==> config.mk <==
export PLATFORM = sky130hd
export DESIGN_NAME = midpoint_circle_rasterizer_flat
export DESIGN_NICKNAME = d
export VERILOG_FILES = /design/src/sv/mcr_pkg.sv /design/src/sv/mcr_if.sv /design/src/sv/mcr_front.sv /design/src/sv/mcr_queue.sv /design/src/sv/mcr_back.sv /design/src/sv/midpoint_circle_rasterizer.sv /design/src/flat_wrapper.sv
export SDC_FILE = /design/constraint.sdc
export NUM_CORES = 1
export LEC_CHECK = 0
export BUFFER_PORTS_ARGS = -buffer_cell sky130_fd_sc_hd__buf_2
export CORE_UTILIZATION = 30
export CTS_CLUSTER_DIAMETER = 60
export CTS_CLUSTER_SIZE = 14
export DETAILED_ROUTE_END_ITERATION = 12
export PLACE_DENSITY = 0.48
export SLEW_MARGIN = 40
export SYNTH_ARGS = -nofsm -noshare
export SYNTH_HDL_FRONTEND = slang
export SYNTH_SLANG_ARGS = --single-unit
export TNS_END_PERCENT = 1
==> constraint.sdc <==
create_clock -name i_clk -period 8.15 [get_ports i_clk]
set_input_delay 1.2225 -clock i_clk [delete_from_list [all_inputs] [get_ports i_clk]]
set_output_delay 1.2225 -clock i_clk [all_outputs]
set_load 0.01 [all_outputs]
==> src/sv/mcr_pkg.sv <==
// Shared types and constants for the midpoint circle rasterizer.
// No dependencies; every other file of the block uses this package.
package mcr_pkg;

    // Fixed field widths of the item and result words
    localparam int COORD_W = 16;
    localparam int RAD_W   = 13;
    localparam int COLOR_W = 32;
    localparam int PIX_W   = 17;

    // Decision-variable constants of the midpoint recurrence
    localparam int D_INIT = 3;
    localparam int D_DIAG = 10;
    localparam int D_AXIS = 6;

    // Number of mirrored pixels per point
    localparam int OCTANTS = 8;

    // Input word function codes
    typedef enum logic {
        FUNC_START = 1'b0,
        FUNC_STEP  = 1'b1
    } t_func;

    // One queued job for the pixel emitter: a point to mirror, or an empty word
    typedef struct packed {
        logic                      pix;
        logic                      fin;
        logic signed [COORD_W-1:0] cx;
        logic signed [COORD_W-1:0] cy;
        logic signed [PIX_W-1:0]   x;
        logic signed [PIX_W-1:0]   y;
        logic [COLOR_W-1:0]        color;
    } t_job;

endpackage

==> src/sv/mcr_if.sv <==
// Valid/ready stream interfaces for the rasterizer's item and pixel channels.
// Depends on mcr_pkg for field widths.
interface mcr_in_if;
    logic                              valid;
    logic                              ready;
    logic                              func;
    logic signed [mcr_pkg::COORD_W-1:0] center_x;
    logic signed [mcr_pkg::COORD_W-1:0] center_y;
    logic [mcr_pkg::RAD_W-1:0]          radius;
    logic [mcr_pkg::COLOR_W-1:0]        color;

    modport source (output valid, func, center_x, center_y, radius, color, input ready);
    modport sink   (input valid, func, center_x, center_y, radius, color, output ready);
endinterface

interface mcr_out_if;
    logic                              valid;
    logic                              ready;
    logic signed [mcr_pkg::PIX_W-1:0]   pixel_x;
    logic signed [mcr_pkg::PIX_W-1:0]   pixel_y;
    logic [mcr_pkg::COLOR_W-1:0]        pixel_color;
    logic                              pixel_valid;
    logic                              last;
    logic                              finished;

    modport source (output valid, pixel_x, pixel_y, pixel_color, pixel_valid, last, finished,
                    input ready);
    modport sink   (input valid, pixel_x, pixel_y, pixel_color, pixel_valid, last, finished,
                    output ready);
endinterface

==> src/sv/mcr_front.sv <==
// Front end: accepts start/step words, runs the midpoint recurrence, builds jobs.
// Depends on mcr_pkg and mcr_in_if.
module mcr_front #(
    parameter int RADIUS_BITS = 13
) (
    input  logic          i_clk,
    input  logic          i_rst_n,
    mcr_in_if.sink        i_in,
    output mcr_pkg::t_job o_job,
    output logic          o_job_valid,
    input  logic          i_job_ready
);
    import mcr_pkg::*;

    localparam int XW = RADIUS_BITS + 1;
    localparam int YW = RADIUS_BITS + 2;
    localparam int DW = RADIUS_BITS + 5;

    logic                     r_active, n_active;
    logic [XW-1:0]            r_x, n_x;
    logic signed [YW-1:0]     r_y, n_y;
    logic signed [DW-1:0]     r_d, n_d;
    logic signed [COORD_W-1:0] r_cx, n_cx;
    logic signed [COORD_W-1:0] r_cy, n_cy;
    logic [COLOR_W-1:0]       r_color, n_color;

    logic                     accept;
    logic                     is_step;
    logic [15:0]              rad_ext;
    logic [RADIUS_BITS-1:0]   rad;
    logic [XW-1:0]            x_inc;
    logic signed [YW-1:0]     y_dec;
    logic signed [DW-1:0]     x_inc_d;
    logic signed [DW-1:0]     y_dec_d;
    logic signed [DW-1:0]     diff_d;
    logic                     fin_cur;
    logic                     fin_new;

    assign accept  = i_in.valid && i_in.ready;
    assign is_step = (i_in.func == FUNC_STEP);
    assign i_in.ready = i_job_ready;

    // Keep only the low radius bits
    assign rad_ext = 16'(i_in.radius);
    assign rad     = rad_ext[RADIUS_BITS-1:0];

    // Candidate next point
    assign x_inc   = r_x + 1'b1;
    assign y_dec   = r_y - $signed(YW'(1));
    assign x_inc_d = $signed(DW'(x_inc));
    assign y_dec_d = DW'(y_dec);
    assign diff_d  = x_inc_d - y_dec_d;

    // Circle completes once y drops below x
    assign fin_cur = r_y < $signed({1'b0, r_x});
    assign fin_new = n_y < $signed({1'b0, n_x});

    // Next state of the recurrence
    always_comb begin
        n_active = r_active;
        n_x      = r_x;
        n_y      = r_y;
        n_d      = r_d;
        n_cx     = r_cx;
        n_cy     = r_cy;
        n_color  = r_color;
        if (!is_step) begin
            n_cx     = i_in.center_x;
            n_cy     = i_in.center_y;
            n_color  = i_in.color;
            n_x      = '0;
            n_y      = $signed(YW'(rad));
            n_d      = $signed(DW'(D_INIT)) - $signed(DW'({rad, 1'b0}));
            n_active = 1'b1;
        end else if (r_active) begin
            n_x = x_inc;
            if (r_d > 0) begin
                n_y = y_dec;
                n_d = r_d + (diff_d <<< 2) + $signed(DW'(D_DIAG));
            end else begin
                n_d = r_d + (x_inc_d <<< 2) + $signed(DW'(D_AXIS));
            end
            if (n_y < $signed({1'b0, n_x})) begin
                n_active = 1'b0;
            end
        end
    end

    // Build the job word from the updated point
    always_comb begin
        o_job_valid = accept;
        o_job.pix   = !is_step || r_active;
        o_job.fin   = is_step && (r_active ? fin_new : fin_cur);
        o_job.cx    = n_cx;
        o_job.cy    = n_cy;
        o_job.x     = PIX_W'($signed({1'b0, n_x}));
        o_job.y     = PIX_W'(n_y);
        o_job.color = n_color;
    end

    // Hold recurrence state between words
    always_ff @(posedge i_clk) begin
        if (!i_rst_n) begin
            r_active <= 1'b0;
            r_x      <= '0;
            r_y      <= '0;
            r_d      <= '0;
            r_cx     <= '0;
            r_cy     <= '0;
            r_color  <= '0;
        end else if (accept) begin
            r_active <= n_active;
            r_x      <= n_x;
            r_y      <= n_y;
            r_d      <= n_d;
            r_cx     <= n_cx;
            r_cy     <= n_cy;
            r_color  <= n_color;
        end
    end

endmodule

==> src/sv/mcr_queue.sv <==
// Two-entry job queue between the front end and the pixel emitter.
// Depends on mcr_pkg for the job type.
module mcr_queue (
    input  logic          i_clk,
    input  logic          i_rst_n,
    input  mcr_pkg::t_job i_data,
    input  logic          i_push,
    output logic          o_ready,
    output mcr_pkg::t_job o_data,
    output logic          o_valid,
    input  logic          i_pop
);
    import mcr_pkg::*;

    t_job       r_mem [2];
    logic       r_head;
    logic       r_tail;
    logic [1:0] r_count;
    logic       push_ok;
    logic       pop_ok;

    assign o_ready = (r_count != 2'd2);
    assign o_valid = (r_count != 2'd0);
    assign o_data  = r_mem[r_head];
    assign push_ok = i_push && o_ready;
    assign pop_ok  = i_pop && o_valid;

    // Store pushed words
    always_ff @(posedge i_clk) begin
        if (push_ok) begin
            r_mem[r_tail] <= i_data;
        end
    end

    // Advance pointers and fill count
    always_ff @(posedge i_clk) begin
        if (!i_rst_n) begin
            r_head  <= 1'b0;
            r_tail  <= 1'b0;
            r_count <= 2'd0;
        end else begin
            if (push_ok) begin
                r_tail <= !r_tail;
            end
            if (pop_ok) begin
                r_head <= !r_head;
            end
            if (push_ok && !pop_ok) begin
                r_count <= r_count + 2'd1;
            end else if (pop_ok && !push_ok) begin
                r_count <= r_count - 2'd1;
            end
        end
    end

endmodule

==> src/sv/mcr_back.sv <==
// Pixel emitter: expands each job into eight mirrored pixels or one empty word.
// Depends on mcr_pkg and mcr_out_if.
module mcr_back (
    input  logic          i_clk,
    input  logic          i_rst_n,
    input  mcr_pkg::t_job i_job,
    input  logic          i_job_valid,
    output logic          o_job_pop,
    mcr_out_if.source     o_out
);
    import mcr_pkg::*;

    localparam int IDX_W = $clog2(OCTANTS);
    localparam logic [IDX_W-1:0] IDX_LAST = IDX_W'(OCTANTS - 1);

    logic [IDX_W-1:0]         r_idx;
    logic                     r_valid;
    logic signed [PIX_W-1:0]  r_px;
    logic signed [PIX_W-1:0]  r_py;
    logic [COLOR_W-1:0]       r_color;
    logic                     r_pix;
    logic                     r_last;
    logic                     r_fin;

    logic                     load;
    logic signed [PIX_W-1:0]  cx_ext;
    logic signed [PIX_W-1:0]  cy_ext;
    logic signed [PIX_W-1:0]  sel_a;
    logic signed [PIX_W-1:0]  sel_b;
    logic signed [PIX_W-1:0]  n_px;
    logic signed [PIX_W-1:0]  n_py;

    assign load      = i_job_valid && (!r_valid || o_out.ready);
    assign o_job_pop = load && (!i_job.pix || r_idx == IDX_LAST);

    // Mirror the point: bit 2 swaps x and y, bit 0 negates column, bit 1 negates row
    always_comb begin
        cx_ext = PIX_W'(i_job.cx);
        cy_ext = PIX_W'(i_job.cy);
        sel_a  = r_idx[2] ? i_job.y : i_job.x;
        sel_b  = r_idx[2] ? i_job.x : i_job.y;
        n_px   = r_idx[0] ? cx_ext - sel_a : cx_ext + sel_a;
        n_py   = r_idx[1] ? cy_ext - sel_b : cy_ext + sel_b;
    end

    // Advance pixel index and output valid
    always_ff @(posedge i_clk) begin
        if (!i_rst_n) begin
            r_idx   <= '0;
            r_valid <= 1'b0;
        end else begin
            if (load) begin
                r_valid <= 1'b1;
                r_idx   <= (i_job.pix && r_idx != IDX_LAST) ? r_idx + 1'b1 : '0;
            end else if (o_out.ready) begin
                r_valid <= 1'b0;
            end
        end
    end

    // Load the output word
    always_ff @(posedge i_clk) begin
        if (load) begin
            r_fin <= i_job.fin;
            if (i_job.pix) begin
                r_px    <= n_px;
                r_py    <= n_py;
                r_color <= i_job.color;
                r_pix   <= 1'b1;
                r_last  <= (r_idx == IDX_LAST);
            end else begin
                r_px    <= '0;
                r_py    <= '0;
                r_color <= '0;
                r_pix   <= 1'b0;
                r_last  <= 1'b1;
            end
        end
    end

    assign o_out.valid       = r_valid;
    assign o_out.pixel_x     = r_px;
    assign o_out.pixel_y     = r_py;
    assign o_out.pixel_color = r_color;
    assign o_out.pixel_valid = r_pix;
    assign o_out.last        = r_last;
    assign o_out.finished    = r_fin;

endmodule

==> src/sv/midpoint_circle_rasterizer.sv <==
// Midpoint circle rasterizer: a start word loads center, radius and color and yields the
// eight mirrored pixels of (0, r); each step word advances the midpoint recurrence one
// point and yields its eight mirrored pixels, flagged finished on the step where y falls
// below x; a step with no circle in progress yields one word with no pixel. The pixel
// channel carries one word per cycle while the receiver is ready, so a start or step
// occupies the output for eight words and an empty step for one; the eight-pixel
// expansion in the emitter bounds the sustained item rate. The front end updates the
// recurrence in the cycle it accepts a word and can run up to two words ahead through a
// two-entry job queue; on an empty path a job crosses the queue and the output register.
// Depends on mcr_pkg, mcr_if, mcr_front, mcr_queue and mcr_back.
module midpoint_circle_rasterizer #(
    parameter int RADIUS_BITS = 13
) (
    input  logic      i_clk,
    input  logic      i_rst_n,
    mcr_in_if.sink    i_in,
    mcr_out_if.source o_out
);
    import mcr_pkg::*;

    t_job front_job;
    logic front_valid;
    logic queue_ready;
    t_job head_job;
    logic head_valid;
    logic head_pop;

    mcr_front #(
        .RADIUS_BITS (RADIUS_BITS)
    ) u_front (
        .i_clk       (i_clk),
        .i_rst_n     (i_rst_n),
        .i_in        (i_in),
        .o_job       (front_job),
        .o_job_valid (front_valid),
        .i_job_ready (queue_ready)
    );

    mcr_queue u_queue (
        .i_clk   (i_clk),
        .i_rst_n (i_rst_n),
        .i_data  (front_job),
        .i_push  (front_valid),
        .o_ready (queue_ready),
        .o_data  (head_job),
        .o_valid (head_valid),
        .i_pop   (head_pop)
    );

    mcr_back u_back (
        .i_clk       (i_clk),
        .i_rst_n     (i_rst_n),
        .i_job       (head_job),
        .i_job_valid (head_valid),
        .o_job_pop   (head_pop),
        .o_out       (o_out)
    );

endmodule

==> src/flat_wrapper.sv <==
// flat-port wrapper written by rule: the top's interface ports become plain ports
module midpoint_circle_rasterizer_flat import mcr_pkg::*;
#(
    parameter int RADIUS_BITS = 13
)
  (i_clk, i_rst_n, i_in_valid, i_in_func, i_in_center_x, i_in_center_y, i_in_radius, i_in_color, i_in_ready, o_out_valid, o_out_pixel_x, o_out_pixel_y, o_out_pixel_color, o_out_pixel_valid, o_out_last, o_out_finished, o_out_ready);
  mcr_in_if i_in_i ();
  mcr_out_if o_out_i ();
  input  logic i_clk;
  input  logic i_rst_n;
  input wire logic [$bits(i_in_i.valid)-1:0] i_in_valid;
  input wire logic [$bits(i_in_i.func)-1:0] i_in_func;
  input wire logic [$bits(i_in_i.center_x)-1:0] i_in_center_x;
  input wire logic [$bits(i_in_i.center_y)-1:0] i_in_center_y;
  input wire logic [$bits(i_in_i.radius)-1:0] i_in_radius;
  input wire logic [$bits(i_in_i.color)-1:0] i_in_color;
  output wire logic [$bits(i_in_i.ready)-1:0] i_in_ready;
  output wire logic [$bits(o_out_i.valid)-1:0] o_out_valid;
  output wire logic [$bits(o_out_i.pixel_x)-1:0] o_out_pixel_x;
  output wire logic [$bits(o_out_i.pixel_y)-1:0] o_out_pixel_y;
  output wire logic [$bits(o_out_i.pixel_color)-1:0] o_out_pixel_color;
  output wire logic [$bits(o_out_i.pixel_valid)-1:0] o_out_pixel_valid;
  output wire logic [$bits(o_out_i.last)-1:0] o_out_last;
  output wire logic [$bits(o_out_i.finished)-1:0] o_out_finished;
  input wire logic [$bits(o_out_i.ready)-1:0] o_out_ready;
  assign i_in_i.valid = i_in_valid;
  assign i_in_i.func = i_in_func;
  assign i_in_i.center_x = i_in_center_x;
  assign i_in_i.center_y = i_in_center_y;
  assign i_in_i.radius = i_in_radius;
  assign i_in_i.color = i_in_color;
  assign i_in_ready = i_in_i.ready;
  assign o_out_valid = o_out_i.valid;
  assign o_out_pixel_x = o_out_i.pixel_x;
  assign o_out_pixel_y = o_out_i.pixel_y;
  assign o_out_pixel_color = o_out_i.pixel_color;
  assign o_out_pixel_valid = o_out_i.pixel_valid;
  assign o_out_last = o_out_i.last;
  assign o_out_finished = o_out_i.finished;
  assign o_out_i.ready = o_out_ready;
  midpoint_circle_rasterizer #(.RADIUS_BITS(RADIUS_BITS)) u_core (.i_clk(i_clk), .i_rst_n(i_rst_n), .i_in(i_in_i), .o_out(o_out_i));
endmodule
# After elaboration in Yosys (flattened, before gate mapping)
# Memory sizes are Yosys's and may differ from the RTL's. A register that Yosys moved wholly into a read port is not among the register bits.
# Cells that the tools add are included.
[totals] mem_bits_ro=0 mem_bits_rw=194 input_bits=82 mem_count=1 latchBits=0 elab_cells=96 ff_bits=189
[classes] order_cmp=4 muxes=31 n_reduce_logical=23 n_mul=0 eq_ne=4 n_div=0 bitwise_logic=0 shifts=0 add_sub_neg=15
[memory_table] name="u_core.u_queue.r_mem" depth=2 width=97 rd=1 rd_ports_with_merged_regs=1 write_ports=1 line_no="mcr_queue.sv:15" source="t_job r_mem [2];"
[ops] operator="$mux W15" count=5
[ops] operator="$mux W17" count=4
[ops] operator="$mux W18" count=3
[ops] operator="$lt A15 B15 Y1" count=3
[ops] operator="$add A16 B17 Y17" count=2
[ops] operator="$sub A16 B17 Y17" count=2
[ops] operator="$mux W16" count=2
[ops] operator="$mux W32" count=1
[ops] operator="$mux W14" count=2
[ops] operator="$add A18 B17 Y18" count=1
[ops] operator="$add A18 B18 Y18" count=1
[ops] operator="$add A18 B4 Y18 const B" count=1
[ops] operator="$add A18 B5 Y18 const B" count=1
[ops] operator="$gt A18 B1 Y1 const B" count=1
[ops] operator="$sub A15 B15 Y16" count=1
[ops] operator="$sub A15 B2 Y15 const B" count=1
[ops] operator="$sub A2 B14 Y15 const A" count=1
[ops] operator="$add A14 B1 Y14 const B" count=1
[ops] operator="$mux W1" count=11
[ops] operator="$logic_and A1 B1 Y1" count=9
[ops] operator="$logic_not A1 Y1" count=7
[ops] operator="$reduce_bool A2 Y1" count=3
[ops] operator="$mux W2" count=2
[ops] operator="$add A3 B1 Y3 const B" count=1
[ops] operator="other kinds (9)" count=11

# Depth between registers and ports, before layout
[depth] word_depth=9 ltp_mapped=22 ltp_nobuf=22

# By module
# From an unflattened synthesis, not the netlist that was laid out.
[hier_totals] hier_cells=2176 hier_area_um2=23104.7
[modules_own_cells] module="mcr_front" seq_area_each_um2=2242.2 cells_per_inst=1283 n_inst=1 area_each_um2=10136.0
[modules_own_cells] module="mcr_queue" seq_area_each_um2=6105.9 cells_per_inst=335 n_inst=1 area_each_um2=7454.6
[modules_own_cells] module="mcr_back" seq_area_each_um2=2152.1 cells_per_inst=558 n_inst=1 area_each_um2=5514.0

# Worst setup path after synthesis
# OpenSTA, ideal clock, no wires.
[synth_path] kind="input -> register" from="input i_in_valid" to="memory u_core.u_queue.r_mem[0][0] (netlist name) (enable)" t_arrival_ns=5.675 setup_ns=0.551 path_slack_ns=1.924 path_buffers=2 cell_stages=4 path_cell_list="nand2_1 -> clkbuf_1 -> clkbuf_1 -> nor2_1"
[synth_via] elab_chain_len=4
[synth_lines] element="start, declared" line_no="flat_wrapper.sv:11" source="input wire logic [$bits(i_in_i.valid)-1:0] i_in_valid;"
[synth_lines] element="$logic_and A1 B1 Y1" line_no="mcr_front.sv:39" source="assign accept = i_in.valid && i_in.ready;"
[synth_lines] element="$logic_and A1 B1 Y1" line_no="mcr_queue.sv:25" source="assign push_ok = i_push && o_ready;"
[synth_lines] element="$mux W1" line_no="mcr_queue.sv:30" source="if (push_ok) begin"
[synth_lines] element="$mux W1 (implied by the code)" line_no="mcr_queue.sv:31" source="r_mem[r_tail] <= i_data;"
[synth_lines] element="end, declared" line_no="mcr_queue.sv:15"
# Every way passes these cells.

# Final worst setup path
[layout_path] from="register u_core.u_front.r_x[0]" to="register u_core.u_front.r_d[17]"
[layout_via] elab_chain_len=7 elab_cells_between_ends=9 cone_classes="add/sub: 6; mux: 3"
[layout_lines] element="start, declared" line_no="mcr_front.sv:20" source="logic [XW-1:0] r_x, n_x;"
[layout_lines] element="start signal, assigned" line_no="mcr_front.sv:113" source="r_x <= n_x;"
[layout_lines] element="$add A14 B1 Y14 *" line_no="mcr_front.sv:48" source="assign x_inc = r_x + 1'b1;"
[layout_lines] element="$sub A15 B15 Y16" line_no="mcr_front.sv:52" source="assign diff_d = x_inc_d - y_dec_d;"
[layout_lines] element="$add A18 B18 Y18" line_no="mcr_front.sv:79" source="n_d = r_d + (diff_d <<< 2) + $signed(DW'(D_DIAG));"
[layout_lines] element="$add A18 B5 Y18" line_no="mcr_front.sv:79"
[layout_lines] element="$mux W18 *" line_no="mcr_front.sv:77" source="if (r_d > 0) begin"
[layout_lines] element="$mux W18 *" line_no="mcr_front.sv:75" source="end else if (r_active) begin"
[layout_lines] element="$mux W18 *" line_no="mcr_front.sv:67" source="if (!is_step) begin"
[layout_lines] element="end signal, assigned" line_no="mcr_front.sv:115" source="r_d <= n_d;"
[layout_lines] element="end, declared" line_no="mcr_front.sv:22" source="logic signed [DW-1:0] r_d, n_d;"
# Every way passes the cells marked *; elsewhere a longest branch is shown, timed or not. The select of a mux whose other input is x is not followed.
# A chain may end at the register's enable or synchronous reset.

==> flow_summary.ini <==
[worst_setup_path]
cp-start-kind = register
r2r_slack_ps = 2840
cp_data_arrival_time_ps = 5780
crit_top_cell = ha_1
worstRegToRegCells = 19
timing.rr.start = u_core.u_front.r_x[0]$_SDFFE_PN0P_
path_max_fanout = 7
critical_path_class = register to register
crit_start = u_core.u_front.r_x[0]$_SDFFE_PN0P_
cp_cell_sequence = ha_1, nand3_1, nor4_1, xnor2_1, ha_1, a21oi_1, nand2b_1, o31a_1, xor2_1, ha_1, ha_1, or3_1, a311o_1, a41oi_1, o21ai_0, xnor2_1, xnor2_1, nor3_1, o21a_1
worstReg2RegEnd = u_core.u_front.r_d[17]$_SDFFE_PN0P_
slowest_stage = dfxtp_1
end_kind = register
max_stage_delay_ps = 540
critPathRequiredTime_ps = 8620

[drt]
via_per_inst = 4.80
drt-initial-drc-count = 812
drc = 0
dr_total_vias = 15000
wl_per_cell_um = 17.4
firstDrtPassIters = 5
routed_wl_mm = 54.5
antenna_left = 0

[cts]
hold_buffers = 0
postCtsSetupRepairBufs = 0
clock_sinks = 380
cts_root_buf = clkbuf_16
clk_path_buf_depth = 3
h-tree-depth = 2
cts_buffers = 41
cts_tree = built
clk_pin_slew_ps = 60
clk_latency_ps = 590
ctsResizeCount = 0

[yosys]
synthesis.area_mm2 = 0.0217
avgSynthCellArea_um2 = 10.6
ys_seq_area_frac = 0.470
syn_nets = 2277
synth_edf_count = 259
synth.distinct_cells = 82
synth_top_area_cell = edfxtp_1
ys_seq_elements = 380
synth_ff_type = edfxtp_1
yosysWarnings = 0
synthCells = 2038
yosysMostFrequentCell = nand2_1
async_flop_share = 0
synth_common_cells = nand2_1 (260), edfxtp_1 (259), nor2_1 (175)
yosys-top-cells-area = edfxtp_1 (36%), dfxtp_1 (11%), ha_1 (8.8%), mux2_2 (5.3%), nand2_1 (4.5%)
synth_top_area_frac = 0.359

[cells_and_area]
nFillCells = 7127
fin_area_mm2 = 0.0248
layout-drive-gt1-share = 0.176
fin_nets = 2392
antenna_cells = 0
areaGrowthSynthToFinish_pct = 14.3

[global_route]
antenna_found_initial = 0
use_met3 = 0.0209
grt_usage = 0.147
grt_pass1_vias = 15100
grt_pass1_wl_mm = 85.3
grt_overflow = 0
global_route.usage.met1 = 0.192
grt.busiest_layer = met2
use_met2 = 0.255
grt_max_degree = 99

[power]
p_int_w = 0.00513
switching_share = 0.382
p_switching_w = 0.00317
power_density_mw_per_mm2 = 335
combPwrFrac = 0.433
power_leakage_nw = 9.55
p_seq_frac = 0.338
clkPwrFrac = 0.229
design_power_total_w = 0.00830
vdd_drop_max_mv = 0.166

[timing]
hold_violations = 0
finalSetupViolCount = 0
layout_setup_ws_ps = 2840
hold_slack_ps = 460
setup_tns_ps = 0
fmax_mhz = 188
period_needed_ps = 5310
rsz0062_at_grt = no
tightestPinTransition_ps = 817
clock_skew_ps = 14.8
min_period_over_period = 0.652
slew_headroom = 0.455
slew_viol_final = 0

[die]
initial_core_util = 0.303
fp.dieH_um = 271
dieArea_mm2 = 0.0734
fp.coreArea_mm2 = 0.0715
ios = 153
die_width_um = 271
rows = 98

[job]
drv_cap = 0

[place]
gp_congestion = 0.835
dp_slack_ps = 2880
numPortBuffers = 152
placed_cell_area_mm2 = 0.0234
place_hpwl_mm = 38.2

[hold_path]
hold_end = u_core.u_front.r_color[15]$_SDFFE_PN0P_
hp-class = register to register
worstHoldPathCells = 2
hold_start = u_core.u_front.r_color[15]$_SDFFE_PN0P_

[outcome]
status = complete, no violations
-- final cells by class --
cell class | count | area [um^2] | share of cell area
clock inverters | 20 | 273 | 0.0110
repair buffers | 168 | 917 | 0.0370
flip-flops and latches | 380 | 10200 | 0.412
clock buffers | 55 | 1110 | 0.0447
inverters | 86 | 342 | 0.0138
well taps | 950 | 1190 | 0.0479
multi-input cells | 1476 | 10800 | 0.434
-- layout by cell type (no fill, tap or decap), types with 52 or more instances in the layout --
| cell type | netlist | routed |
|---|---|---|
| buf_2 | 12 | 150 |
| mux2i_1 | 53 | 52 |
| xnor2_1 | 100 | 100 |
| mux2_2 | 102 | 102 |
| xor2_1 | 55 | 55 |
| nand2_1 | 260 | 259 |
| edfxtp_1 | 259 | 259 |
| dfxtp_1 | 121 | 120 |
| nor2_1 | 175 | 174 |
| ha_1 | 152 | 152 |
| inv_1 | 80 | 79 |
| a21boi_0 | 95 | 95 |
| o21ai_0 | 72 | 72 |
| a21oi_1 | 77 | 77 |
-- sequential cells by signal, summed over array words and instances, names as in the netlist, 14 cells and up, named ones only --
name / flops
u_core.u_front.r_color: 32
u_core.u_front.r_d: 18
u_core.u_front.r_y: 15
u_core.u_back.o_out.pixel_x: 17
u_core.u_back.o_out.pixel_color: 32
u_core.u_queue.r_mem: 190
u_core.u_front.r_x: 14
u_core.u_front.r_cy: 16
u_core.u_back.o_out.pixel_y: 17
u_core.u_front.r_cx: 16
-- kinds of logic (layout without fill, tap and decap cells) --
| family | count (synthesis) | count (layout) | synth area share |
|---|---|---|---|
| AO/OA/AOI/OAI | 393 | 393 | 0.121 |
| XOR/XNOR | 156 | 156 | 0.0634 |
| adder cells (fa/ha/maj) | 157 | 157 | 0.0923 |
| buffers and inverters | 182 | 329 | 0.0348 |
| flip-flops | 380 | 380 | 0.470 |
| multiplexers | 173 | 173 | 0.0940 |
| AND/OR/NAND/NOR | 597 | 597 | 0.124 |
-- routing by layer --
metal,wire [um],share of wire
met1,25400,0.47
met3,1680,0.031
met5,0,0
met4,1050,0.019
met2,26400,0.48
-- worst max-delay path, delay by kind of cell (launching register included) --
family	cells	cell delay (ps)
AOI/OAI and AO/OA	6	1500
and+or+nand+nor	5	1210
adders and majority gates	4	1190
xor gates and xnor gates	4	770
DFF	1	540
-- worst max path at each step --
stage,slack [ps],depth (start not counted),end
global placement,2940,19,u_core.u_front.r_d[17]$_SDFFE_PN0P_
CTS,2850,19,u_core.u_front.r_d[17]$_SDFFE_PN0P_
finish,2840,19,u_core.u_front.r_d[17]$_SDFFE_PN0P_
global route,2290,19,u_core.u_front.r_d[17]$_SDFFE_PN0P_
detailed placement,2880,19,u_core.u_front.r_d[17]$_SDFFE_PN0P_
floorplan,1920,4,u_core.u_queue.r_mem[0][0]$_DFFE_PP_
-- power groups by stage --
| stage | Combinational (W) | Clock (W) | Sequential, W |
|---|---|---|---|
| after global placement | 0.00355 | 0 | 0.00288 |
| after CTS | 0.00366 | 0.00197 | 0.00281 |
| after floorplan | 0.00258 | 0 | 0.00287 |
| after global routing | 0.00403 | 0.00204 | 0.00285 |
| final | 0.00360 | 0.00190 | 0.00280 |
| after detailed placement | 0.00364 | 0 | 0.00285 |
-- per-stage QoR --
step | cells | utilization
CTS | 3135 | 0.347
floorplan | 2038 | -
global route | 3135 | 0.347
finish | 3135 | 0.347
global placement | 3059 | 0.327
detailed placement | 3060 | 0.327
Power figures use the tool's default switching activity.
